### src/rtl/pngcw_pkg.sv
`default_nettype none
package pngcw_pkg;

  typedef struct packed {
    logic [7:0] data_byte;
    logic       end_of_stream;
  } in_item_t;

  typedef struct packed {
    logic [2:0]  event_res;
    logic [31:0] chunk_offset;
    logic [30:0] chunk_length;
    logic [31:0] chunk_crc;
    logic [15:0] idat_count;
    logic        last;
  } out_item_t;

  // Up to two result items caused by one input byte.
  typedef struct packed {
    logic [1:0] n;
    out_item_t  first;
    out_item_t  second;
  } res_pair_t;

  typedef enum logic [3:0] {
    PH_SIG       = 4'd0,
    PH_SIG_BAD   = 4'd1,
    PH_IHDR_HDR  = 4'd2,
    PH_IHDR_DATA = 4'd3,
    PH_IHDR_CRC  = 4'd4,
    PH_HDR       = 4'd5,
    PH_DATA      = 4'd6,
    PH_CRC       = 4'd7,
    PH_DONE      = 4'd8
  } phase_t;

  typedef enum logic [2:0] {
    EV_SIG_OK       = 3'd0,
    EV_SIG_BAD      = 3'd1,
    EV_IHDR_OK      = 3'd2,
    EV_IHDR_MISSING = 3'd3,
    EV_IDAT_FOUND   = 3'd4,
    EV_IEND_FOUND   = 3'd5,
    EV_IEND_MISSING = 3'd6
  } event_t;

  localparam logic [31:0] TYPE_IHDR = 32'h4948_4452;
  localparam logic [31:0] TYPE_IDAT = 32'h4944_4154;
  localparam logic [31:0] TYPE_IEND = 32'h4945_4E44;

  localparam logic [7:0] SIG_BYTES [8] = '{8'd137, 8'd80, 8'd78, 8'd71,
                                           8'd13, 8'd10, 8'd26, 8'd10};

  localparam logic [15:0] IDAT_MAX = 16'hFFFF;

endpackage
`default_nettype wire

### src/rtl/pngcw_core.sv
`default_nettype none
module pngcw_core (
  input  wire logic                clk,
  input  wire logic                rst_n,
  input  wire logic                fire,
  input  wire pngcw_pkg::in_item_t item,
  output pngcw_pkg::res_pair_t     res
);

  pngcw_pkg::phase_t phase_r, phase_nxt;
  logic [2:0]  fbi_r, fbi_nxt;
  logic [31:0] offset_r, offset_nxt;
  logic [31:0] len_r, len_nxt;
  logic [31:0] type_r, type_nxt;
  logic [31:0] crc_r, crc_nxt;
  logic [31:0] skip_r, skip_nxt;
  logic [31:0] start_r, start_nxt;
  logic [15:0] idat_r, idat_nxt;

  logic [31:0] hdr_len, hdr_type, hdr_start, skip_dec;
  logic [7:0]  b;
  logic        live, prim_v, eos_v;
  pngcw_pkg::event_t prim_ev, eos_ev;
  logic [31:0] prim_off, prim_crc;
  logic [30:0] prim_len;
  pngcw_pkg::out_item_t prim_item, eos_item;

  assign b         = item.data_byte;
  assign hdr_len   = (fbi_r < 3'd4) ? {len_r[23:0], b} : len_r;
  assign hdr_type  = (fbi_r >= 3'd4) ? {type_r[23:0], b} : type_r;
  assign hdr_start = (fbi_r == 3'd0) ? offset_r : start_r;
  assign skip_dec  = skip_r - 32'd1;

  // Next state
  always_comb begin
    phase_nxt  = phase_r;
    fbi_nxt    = fbi_r;
    offset_nxt = offset_r;
    len_nxt    = len_r;
    type_nxt   = type_r;
    crc_nxt    = crc_r;
    skip_nxt   = skip_r;
    start_nxt  = start_r;
    idat_nxt   = idat_r;
    live       = 1'b0;
    prim_v     = 1'b0;
    prim_ev    = pngcw_pkg::EV_SIG_OK;
    prim_off   = '0;
    prim_len   = '0;
    prim_crc   = '0;
    eos_v      = 1'b0;
    eos_ev     = pngcw_pkg::EV_IEND_MISSING;
    if (fire) begin
      unique case (phase_r)
        pngcw_pkg::PH_SIG, pngcw_pkg::PH_SIG_BAD: begin
          live    = 1'b1;
          fbi_nxt = fbi_r + 3'd1;
          if (phase_r == pngcw_pkg::PH_SIG && b != pngcw_pkg::SIG_BYTES[fbi_r]) begin
            phase_nxt = pngcw_pkg::PH_SIG_BAD;
          end
          if (fbi_r == 3'd7) begin
            prim_v = 1'b1;
            if (phase_nxt == pngcw_pkg::PH_SIG) begin
              prim_ev   = pngcw_pkg::EV_SIG_OK;
              phase_nxt = pngcw_pkg::PH_IHDR_HDR;
            end else begin
              prim_ev   = pngcw_pkg::EV_SIG_BAD;
              phase_nxt = pngcw_pkg::PH_DONE;
            end
          end
        end
        pngcw_pkg::PH_IHDR_HDR, pngcw_pkg::PH_HDR: begin
          live      = 1'b1;
          len_nxt   = hdr_len;
          type_nxt  = hdr_type;
          start_nxt = hdr_start;
          fbi_nxt   = fbi_r + 3'd1;
          if (fbi_r == 3'd7) begin
            if (phase_r == pngcw_pkg::PH_IHDR_HDR && hdr_type != pngcw_pkg::TYPE_IHDR) begin
              prim_v    = 1'b1;
              prim_ev   = pngcw_pkg::EV_IHDR_MISSING;
              phase_nxt = pngcw_pkg::PH_DONE;
            end else if (phase_r == pngcw_pkg::PH_HDR &&
                         hdr_type == pngcw_pkg::TYPE_IEND) begin
              prim_v    = 1'b1;
              prim_ev   = pngcw_pkg::EV_IEND_FOUND;
              prim_off  = hdr_start;
              prim_len  = hdr_len[30:0];
              phase_nxt = pngcw_pkg::PH_DONE;
            end else begin
              if (phase_r == pngcw_pkg::PH_IHDR_HDR) begin
                prim_v   = 1'b1;
                prim_ev  = pngcw_pkg::EV_IHDR_OK;
                prim_off = hdr_start;
                prim_len = hdr_len[30:0];
              end
              // enter the data section; empty chunks go straight to the CRC
              crc_nxt = '0;
              if (hdr_len == 32'd0) begin
                phase_nxt = (phase_r == pngcw_pkg::PH_HDR) ? pngcw_pkg::PH_CRC
                                                           : pngcw_pkg::PH_IHDR_CRC;
              end else begin
                skip_nxt  = hdr_len;
                phase_nxt = (phase_r == pngcw_pkg::PH_HDR) ? pngcw_pkg::PH_DATA
                                                           : pngcw_pkg::PH_IHDR_DATA;
              end
            end
          end
        end
        pngcw_pkg::PH_IHDR_DATA, pngcw_pkg::PH_DATA: begin
          live     = 1'b1;
          skip_nxt = skip_dec;
          if (skip_dec == 32'd0) begin
            phase_nxt = (phase_r == pngcw_pkg::PH_DATA) ? pngcw_pkg::PH_CRC
                                                        : pngcw_pkg::PH_IHDR_CRC;
          end
        end
        pngcw_pkg::PH_IHDR_CRC, pngcw_pkg::PH_CRC: begin
          live    = 1'b1;
          crc_nxt = {crc_r[23:0], b};
          fbi_nxt = {1'b0, fbi_r[1:0] + 2'd1};
          if (fbi_r[1:0] == 2'd3) begin
            if (phase_r == pngcw_pkg::PH_CRC && type_r == pngcw_pkg::TYPE_IDAT) begin
              if (idat_r != pngcw_pkg::IDAT_MAX) begin
                idat_nxt = idat_r + 16'd1;
              end
              prim_v   = 1'b1;
              prim_ev  = pngcw_pkg::EV_IDAT_FOUND;
              prim_off = start_r;
              prim_len = len_r[30:0];
              prim_crc = {crc_r[23:0], b};
            end
            phase_nxt = pngcw_pkg::PH_HDR;
          end
        end
        default: begin
          // finished, or an unused code: bytes are dropped
          live = 1'b0;
        end
      endcase

      if (live) begin
        offset_nxt = offset_r + 32'd1;
        if (item.end_of_stream) begin
          if (phase_nxt != pngcw_pkg::PH_DONE) begin
            eos_v = 1'b1;
            if (phase_nxt == pngcw_pkg::PH_SIG || phase_nxt == pngcw_pkg::PH_SIG_BAD) begin
              eos_ev = pngcw_pkg::EV_SIG_BAD;
            end else if (phase_nxt == pngcw_pkg::PH_IHDR_HDR) begin
              eos_ev = pngcw_pkg::EV_IHDR_MISSING;
            end else begin
              eos_ev = pngcw_pkg::EV_IEND_MISSING;
            end
          end
          phase_nxt = pngcw_pkg::PH_DONE;
        end
      end
    end
  end

  // Result items
  always_comb begin
    prim_item.event_res    = prim_ev;
    prim_item.chunk_offset = prim_off;
    prim_item.chunk_length = prim_len;
    prim_item.chunk_crc    = prim_crc;
    prim_item.idat_count   = idat_nxt;
    prim_item.last         = ~eos_v;

    eos_item.event_res    = eos_ev;
    eos_item.chunk_offset = '0;
    eos_item.chunk_length = '0;
    eos_item.chunk_crc    = '0;
    eos_item.idat_count   = idat_nxt;
    eos_item.last         = 1'b1;

    res.n      = {1'b0, prim_v} + {1'b0, eos_v};
    res.first  = prim_v ? prim_item : eos_item;
    res.second = eos_item;
  end

  always_ff @(posedge clk) begin
    if (!rst_n) begin
      phase_r  <= pngcw_pkg::PH_SIG;
      fbi_r    <= '0;
      offset_r <= '0;
      len_r    <= '0;
      type_r   <= '0;
      crc_r    <= '0;
      skip_r   <= '0;
      start_r  <= '0;
      idat_r   <= '0;
    end else begin
      phase_r  <= phase_nxt;
      fbi_r    <= fbi_nxt;
      offset_r <= offset_nxt;
      len_r    <= len_nxt;
      type_r   <= type_nxt;
      crc_r    <= crc_nxt;
      skip_r   <= skip_nxt;
      start_r  <= start_nxt;
      idat_r   <= idat_nxt;
    end
  end

  a_done_sticks: assert property (@(posedge clk)
    (rst_n && phase_r == pngcw_pkg::PH_DONE) |=> (!$past(rst_n) || phase_r == pngcw_pkg::PH_DONE))
    else $error("parser left the finished phase without reset");

  a_pair_second_is_eos: assert property (@(posedge clk) disable iff (!rst_n)
    (res.n == 2'd2) |-> (res.second.event_res == pngcw_pkg::EV_IHDR_MISSING ||
                         res.second.event_res == pngcw_pkg::EV_IEND_MISSING))
    else $error("second result of a byte is not a stream-end event");

endmodule
`default_nettype wire

### src/rtl/pngcw_outq.sv
`default_nettype none
module pngcw_outq (
  input  wire logic                 clk,
  input  wire logic                 rst_n,
  input  wire pngcw_pkg::res_pair_t push,
  output logic                      full,
  output logic                      out_valid,
  input  wire logic                 out_stall,
  output pngcw_pkg::out_item_t      out_item
);

  pngcw_pkg::out_item_t q_r [3];
  pngcw_pkg::out_item_t q_nxt [3];
  pngcw_pkg::out_item_t sh [3];
  logic [1:0] count_r, count_nxt, cnt_pop;
  logic       pop;

  assign out_valid = (count_r != 2'd0);
  assign out_item  = q_r[0];
  assign pop       = out_valid && !out_stall;
  // room for a two-result byte is guaranteed while at most one item waits
  assign full      = (count_r > 2'd1);

  always_comb begin
    cnt_pop = count_r - {1'b0, pop};
    if (pop) begin
      sh[0] = q_r[1];
      sh[1] = q_r[2];
      sh[2] = q_r[2];
    end else begin
      sh[0] = q_r[0];
      sh[1] = q_r[1];
      sh[2] = q_r[2];
    end
    for (int i = 0; i < 3; i++) begin
      q_nxt[i] = sh[i];
      if (2'(i) == cnt_pop && push.n != 2'd0) begin
        q_nxt[i] = push.first;
      end else if (2'(i) == cnt_pop + 2'd1 && push.n == 2'd2) begin
        q_nxt[i] = push.second;
      end
    end
    count_nxt = cnt_pop + push.n;
  end

  always_ff @(posedge clk) begin
    if (!rst_n) begin
      count_r <= '0;
    end else begin
      count_r <= count_nxt;
    end
  end

  always_ff @(posedge clk) begin
    q_r <= q_nxt;
  end

  a_push_has_room: assert property (@(posedge clk) disable iff (!rst_n)
    (push.n != 2'd0) |-> (count_r <= 2'd1))
    else $error("result pushed into a full queue");

  a_count_tracks: assert property (@(posedge clk) disable iff (!rst_n)
    (push.n == 2'd0 && !pop) |=> (count_r == $past(count_r)))
    else $error("queue count changed with no push or pop");

endmodule
`default_nettype wire

### src/rtl/png_chunk_walker.sv
`default_nettype none
// PNG chunk walker. Takes a PNG file one byte per item (end_of_stream on the last
// byte), checks the 8-byte signature, requires IHDR as the first chunk (both outcomes
// reported), then walks the chunk list and reports each IDAT (offset of its length
// field, data length, captured CRC - not verified), IEND with the IDAT count, or the
// error that stops the walk. A byte is taken every cycle unless in_stall is high:
// all parsing for it happens between the input and a 3-entry result queue. A byte
// yields zero, one or two result items, two when the stream ends right after a
// reported event. in_stall rises while two or more results wait in the queue, so the
// sustained rate is one byte per cycle as long as the sink drains results. After IEND,
// an error or the end of the stream, bytes are accepted and dropped until reset.
module png_chunk_walker (
  input  wire logic                 clk,
  input  wire logic                 rst_n,
  input  wire logic                 in_valid,
  output logic                      in_stall,
  input  wire pngcw_pkg::in_item_t  in_item,
  output logic                      out_valid,
  input  wire logic                 out_stall,
  output pngcw_pkg::out_item_t      out_item
);

  logic                in_fire;
  logic                q_full;
  pngcw_pkg::res_pair_t res;

  assign in_stall = q_full;
  assign in_fire  = in_valid && !q_full;

  // byte parser: chunk state and per-byte results
  pngcw_core u_core (
    .clk   (clk),
    .rst_n (rst_n),
    .fire  (in_fire),
    .item  (in_item),
    .res   (res)
  );

  // result queue decouples the parser from the sink
  pngcw_outq u_outq (
    .clk       (clk),
    .rst_n     (rst_n),
    .push      (res),
    .full      (q_full),
    .out_valid (out_valid),
    .out_stall (out_stall),
    .out_item  (out_item)
  );

endmodule
`default_nettype wire

### config.mk
export PLATFORM = sky130hd
export DESIGN_NAME = png_chunk_walker
export DESIGN_NICKNAME = d
export VERILOG_FILES = /design/src/rtl/pngcw_pkg.sv /design/src/rtl/pngcw_core.sv /design/src/rtl/pngcw_outq.sv /design/src/rtl/png_chunk_walker.sv
export SDC_FILE = /design/constraint.sdc
export NUM_CORES = 1
export LEC_CHECK = 0
export ABC_AREA = 1
export BUFFER_PORTS_ARGS = -buffer_cell sky130_fd_sc_hd__buf_2
export CORE_MARGIN = 2
export CORE_UTILIZATION = 44
export DETAILED_ROUTE_END_ITERATION = 10
export GPL_TIMING_DRIVEN = 0
export PLACE_DENSITY_LB_ADDON = 0.05
export REMOVE_ABC_BUFFERS = 1
export SYNTH_ARGS = -nofsm -noshare
export SYNTH_HDL_FRONTEND = slang
export SYNTH_SLANG_ARGS = --single-unit
### constraint.sdc
create_clock -name clk -period 19.8 [get_ports clk]
set_input_delay 0 -clock clk [delete_from_list [all_inputs] [get_ports clk]]
set_output_delay 0 -clock clk [all_outputs]
set_load 0.005 [all_outputs]
# Yosys cells after proc, flatten, opt, wreduce, memory -nomap -nowiden
# Memories as Yosys holds them, arrays and structs flattened.
# Cells that the tools add are included.
# word_totals
regBits	554
mem_bits_ro	64
inputBits	13
elab_cells	209
n_memories	1
# classes
addsub	9
magnitude_cmp	4
n_eq_ne	26
muxes	97
n_bitwise	2
reduce_logical	42
# memory_table
name	words	width	rd	rd_clocked_by_memory_dff	wr	line	source
(no name shown)	8	8	1	0	0	pngcw_core.sv:58	if (phase_r == pngcw_pkg::PH_SIG && b != pngcw_pkg::SIG_BYTES[fbi_r]) begin
# op_table
cell	count
$mux 115	7
$mux 32	18
$mux 345	1
$mux 31	7
$pmux 32 s2	2
$mux 16	5
$mux 24	3
$eq 32x31->1 const B	2
$logic_not 32->1	2
$pmux 31 s2	1
$mux 4	14
$pmux 24 s2	1
$mux 3	14
$add 32x1->32 const B	1
$ne 32x31->1 const B	1
$sub 32x1->32 const B	1
$add 16x1->16 const B	1
$eq 4x3->1 const B	4
$mux 8	2
$ne 16x16->1 const B	1
$pmux 4 s4	1
$mux 1	15
$eq 4x2->1 const B	3
$logic_and 1x1->1	12
other kinds (37)	61

# Longest topological paths before layout
# depth
ltp_word	24
depth_mapped	27
mapped_depth_nobuf	24

# Hierarchy
# Synthesis repeated with hierarchy kept, for this count alone.
# unflattened
cells_unflattened	4599
area_unflattened_um2	33362.0
# by_module_without_submodules
mod	n_inst	cells_each	area_each_um2	seq_area_each_um2
pngcw_outq	1	2389	19576.3	10400.0
pngcw_core	1	2208	13775.7	4144.0
png_chunk_walker	1	2	10.0	0.0

# Least setup slack after synthesis
# No wires, ideal clock.
# synth_path
path_type	reg2reg
from	register u_core.fbi_r[2]
to	register u_outq.q_r[0] in the netlist's numbering, enable pin
arrival_ns	10.379
required_time_ns	19.052
slack_ns	8.673
path_stages_with_launch	18
n_path_buf	3
path_cell_list	dfxtp_1 buf_6 buf_2 o21ai_0 nand2_1 nor3_1 nand2_1 nor2_1 nand3_1 nand2_1 o21ai_1 a21oi_4 buf_2 ha_1 inv_1 nor2_1 inv_1 o21ai_0
# synth_between
elab_chain_cells	23
elab_cells_between_ends	45
# synth_lines
item	line	source
start: declaration	pngcw_core.sv:11	logic [2:0] fbi_r, fbi_nxt;
start signal: assignment	pngcw_core.sv:195	fbi_r <= fbi_nxt;
$not 3->4 (implied by the code)	pngcw_core.sv:58	
$mem_v2 8x8	--	
$mux 8 (implied by the code) (2 in series)	pngcw_core.sv:58	
$ne 8x8->1	pngcw_core.sv:58	
$logic_and 1x1->1	pngcw_core.sv:58	
$mux 4	pngcw_core.sv:58	
$mux 4	pngcw_core.sv:54	unique case (phase_r)
$mux 4	pngcw_core.sv:53	if (fire) begin
[... 6 more ...]	--	
$mux 1	pngcw_core.sv:145	if (phase_nxt != pngcw_pkg::PH_DONE) begin
$mux 1	pngcw_core.sv:144	if (item.end_of_stream) begin
$mux 1	pngcw_core.sv:142	if (live) begin
$mux 1	pngcw_core.sv:53	
$add 1x1->2 *	pngcw_core.sv:177	res.n = {1'b0, prim_v} + {1'b0, eos_v};
$eq 2x2->1 / $reduce_bool 2->1 (equally long branches)	pngcw_outq.sv:39, pngcw_outq.sv:37	
$logic_and 1x1->1 (on tied branches)	pngcw_outq.sv:39, pngcw_outq.sv:37	
$reduce_bool 2->1 (no source line) *	--	
end signal: assignment	pngcw_outq.sv:55	q_r <= q_nxt;
end: declaration	pngcw_outq.sv:12	pngcw_pkg::out_item_t q_r [3];
# Every way passes the cells marked *; elsewhere a longest branch is shown, timed or not. The select of a mux whose other input is x is not followed.
# A chain may end at the register's enable or synchronous reset.

# Final worst setup path
# layout_path
from	register u_core.fbi_r[2]
to	register u_outq.q_r[193] in the netlist's numbering, enable pin
# layout_between
elab_chain_cells	23
elab_cells_between_ends	45
# layout_lines
item	line
$not 3->4 (implied by the code)	pngcw_core.sv:58
$mem_v2 8x8	--
$mux 8 (implied by the code) (2 in series)	pngcw_core.sv:58
$ne 8x8->1	pngcw_core.sv:58
$logic_and 1x1->1	pngcw_core.sv:58
$mux 4	pngcw_core.sv:58
$mux 4	pngcw_core.sv:54
$mux 4	pngcw_core.sv:53
[... 6 more ...]	--
$mux 1	pngcw_core.sv:145
$mux 1	pngcw_core.sv:144
$mux 1	pngcw_core.sv:142
$mux 1	pngcw_core.sv:53
$add 1x1->2 *	pngcw_core.sv:177
$eq 2x2->1 / $reduce_bool 2->1 (equally long branches)	pngcw_outq.sv:39, pngcw_outq.sv:37
$logic_and 1x1->1 (on tied branches)	pngcw_outq.sv:39, pngcw_outq.sv:37
$reduce_bool 3->1 (no source line) *	--
# Marked as above.

==> impl_metrics.yaml <==
logic_synthesis:
  async_flop_share_pct: 0
  synth-seq-cells: 554
  synth-warning-count: 0
  yosysSeqAreaShare_pct: 54.3
  synth_edf_count: 345
  yosysTopAreaCellShare_pct: 38.6
  synth_top_flop_cell: "edfxtp_1"
  synth_cell_type_count: 44
  avgSynthCellArea_um2: 8.35
  ys_top_cells_by_area: "edfxtp_1 39%, dfxtp_1 16%, nand2_1 11%"
  yosysTopAreaCell: "edfxtp_1"
  synth_area_mm2: 0.0268
  synth_cells: 3209
power:
  power_leakage_nw: 10.9
  combPwrFrac_pct: 20.7
  total_power_mw: 3.48
  power_switching_mw: 1.04
  switching_share_pct: 29.9
  seqPwrFrac_pct: 45.5
  p_int_mw: 2.44
  peakVddDrop_uv: 91.3
  clockPowerShare_pct: 33.9
  cellPowerDensity_mw_per_mm2: 117
placed_design:
  place_inst: 3869
  port-buffer-count: 129
  dpl.hpwl_um: 48300
  gp_routability_congestion: 0.862
clock_tree:
  ctsResizeCount: 0
  cts_buffer_depth: 3
  htreeDepth: 2
  clk_latency_ns: 0.64
  cts_setup_buffers: 0
  path_clk_slew_ns: 0.06
  cts_tree: "done"
  cts_buffers: 60
  root_buffer: "clkbuf_16"
  hold_buffers: 12
  clock-sinks: 554
floorplanning:
  num_io_pins: 130
  core_mm2: 0.0602
  die_w_um: 251
  initial_utilization_pct: 44.5
  fp-row-count: 90
  dieArea_mm2: 0.0629
  die_h_um: 251
sta:
  grt_setup_unrepaired: "false"
  fin_crit_sh_pct: 36.8
  period_needed_ns: 7.28
  fin_tns_setup_ns: 0
  worst_pin_slew_ns: 1.33
  fmax_ghz: 0.137
  setup_viol: 0
  slew_headroom_pct: 10.9
  maxSlewViolCount: 0
  fin_skew_ns: 0.0248
  hold_viol_final: 0
worst_setup_path:
  end_kind: "register"
  cp-start-kind: "register"
  critical_path.top_delay_family: "buffers and inverters"
  cp_common_cell: "nand2_1"
  cp.arrival_ns: 7.56
  path_cells: "inv_1 > o21ai_0 > nand2_1 > nor3_1 > nand2_1 > nor2_1 > nand3_1 > nand2_1 > o21ai_1 > a21oi_4 > buf_12 > inv_1 > ha_1 > nor3_2 > inv_4 > buf_16 > nand2_1 > inv_6 > buf_16 > nand2_4 > buf_12 > buf_16"
  critPathKind: "reg -> reg"
  critPathMaxStageDelay_ns: 0.76
  critPathMaxFanout: 97
  cp_slowest_cell: "a21oi_4"
  crit_buf_inv: 9
  crit_required_ns: 20.09
detailed_routing:
  drtPass1Iterations: 5
  drt-total-wl_um: 72300
  viasPerCell: 5.41
  routedWlPerCell_um: 18.1
  first_iter_violations: 1898
  antenna_left: 0
  vias: 21600
  remaining_drc_errors: 0
final_layout:
  layout-drive-gt1-share_pct: 8.87
  fillers: 5766
  antennaDiodeCount: 0
  final_cells: 3995
  final_net_count: 3187
  area_delta_synth_final_pct: 10.9
global_routing:
  grt_pass1_wl_um: 114000
  grt_remaining_overflow: 0
  grt_pass1_vias: 20300
  grtUsageTotal_pct: 22.7
  antenna_found_initial: 0
  grt_max_degree: 98
status:
  status: "completed"
worst_hold_path:
  hold_class: "in -> reg"
flow_run:
  max_cap_viol_count: 0
==> worst min-delay path, cell delays in order <==
cell and delay, ns:
buf_2 0.08, a21oi_1 0.06, inv_1 0.15, nand2_4 0.28
==> power groups by stage <==
stage                     Sequential, mW  Clock [mW]  Combinational [mW]
after floorplan                     1.65           0               0.360
after global placement              1.69           0               0.665
after detailed placement            1.61           0               0.730
after CTS                           1.59        1.21               0.734
after global routing                1.60        1.25               0.805
final                               1.58        1.18               0.720
==> placed cells by master (no fill, tap or decap), drive strengths merged <==
| cell | instances |
|---|---|
| a211oi | 34 |
| a21oi | 184 |
| a221oi | 2 |
| a22oi | 2 |
| a31oi | 3 |
| and3 | 2 |
| buf | 155 |
| bufinv | 9 |
| clkbuf | 82 |
| clkinv | 22 |
| clkinvlp | 4 |
| dfxtp | 209 |
| dlygate4sd3 | 12 |
| edfxtp | 345 |
| ha | 13 |
| inv | 264 |
| nand2 | 771 |
| nand3 | 82 |
| nand3b | 5 |
| nand4 | 52 |
| nor2 | 330 |
| nor3 | 47 |
| nor3b | 5 |
| nor4 | 17 |
| o2111ai | 2 |
| o21a | 2 |
| o21ai | 515 |
| o21bai | 1 |
| o221ai | 1 |
| o22ai | 26 |
| or2 | 1 |
| xnor2 | 3 |
| xor2 | 11 |
==> per-stage QoR <==
step                      hold WS [ns]  util (%)  setup slack (ns)  cell area, um^2
after floorplan                 0.0935         -              5.65            25200
after global placement           0.313      44.6            -10.16            26900
after detailed placement         0.317      45.7             12.54            27500
after CTS                        0.214      49.3             12.54            29700
after global routing             0.273      49.3             12.00            29700
final                            0.231      49.3             12.52            29700
==> sequential cells by signal, summed over array words and instances (netlist names) <==
name	count
u_core.skip_r	32
u_core.crc_r	24
u_core.phase_r	4
u_outq.out_item	115
u_core.fbi_r	3
u_outq.q_r	230
u_core.type_r	32
u_outq.count_r	2
u_core.len_r	32
u_core.start_r	32
u_core.idat_r	16
u_core.offset_r	32
==> synth_stat cells (5+ instances only) <==
cell,number
o21ai_1,184
nor4_1,16
nand3_1,82
edfxtp_1,345
inv_1,253
clkbuf_1,125
nand4_1,52
xor2_1,11
nand2_1,765
inv_2,11
buf_2,25
buf_4,117
o22ai_1,26
nand2_2,5
o21ai_0,330
buf_6,8
a21oi_1,183
dfxtp_1,209
ha_1,13
nand3b_1,5
nor2_1,326
nor3_1,43
nor3b_1,5
a211oi_1,34
==> worst paths after layout <==
check	start	end	slack, ns	depth (start not counted)
setup reg to reg	u_core.fbi_r[2]$_SDFFE_PN0P_	u_outq.q_r[193]$_DFFE_PP_	12.52	22
hold reg to reg	u_core.start_r[8]$_SDFFE_PN0P_	u_core.start_r[8]$_SDFFE_PN0P_	0.47	2
hold / removal	out_stall	u_outq.out_item[112]$_DFFE_PP_	0.23	4
setup / recovery	u_core.fbi_r[2]$_SDFFE_PN0P_	u_outq.q_r[193]$_DFFE_PP_	12.52	22
==> cells by family (layout without fill, tap and decap cells) <==
family / Yosys count / count (layout) / share of synthesized area, %
buffers and inverters: 544 / 548 / 9.60
and+or+nand+nor: 1312 / 1312 / 20.0
DFF: 554 / 554 / 54.3
AOI/OAI and AO/OA: 772 / 772 / 15.0
adders and majority gates: 13 / 13 / 0.607
xor gates and xnor gates: 14 / 14 / 0.457
==> final cells by class <==
class / instances / area (um^2) / share of cell area [%]
clock buffer: 82 / 1670 / 5.61
clock inverter: 32 / 395 / 1.33
multi-input combinational: 2111 / 9750 / 32.8
timing repair buffer: 167 / 1360 / 4.58
sequential: 554 / 14500 / 49.0
tap: 782 / 978 / 3.29
inverter: 267 / 1020 / 3.43
==> routing by layer <==
layer,up-vias,global-route usage [%],part of all wire [%]
met5,-,0,0
met1,10300,33.8,49
li1,10700,-,-
met3,92,3.51,5.4
met2,566,34.9,44
met4,0,5.22,1.8
(Power assumes the default switching activity.)
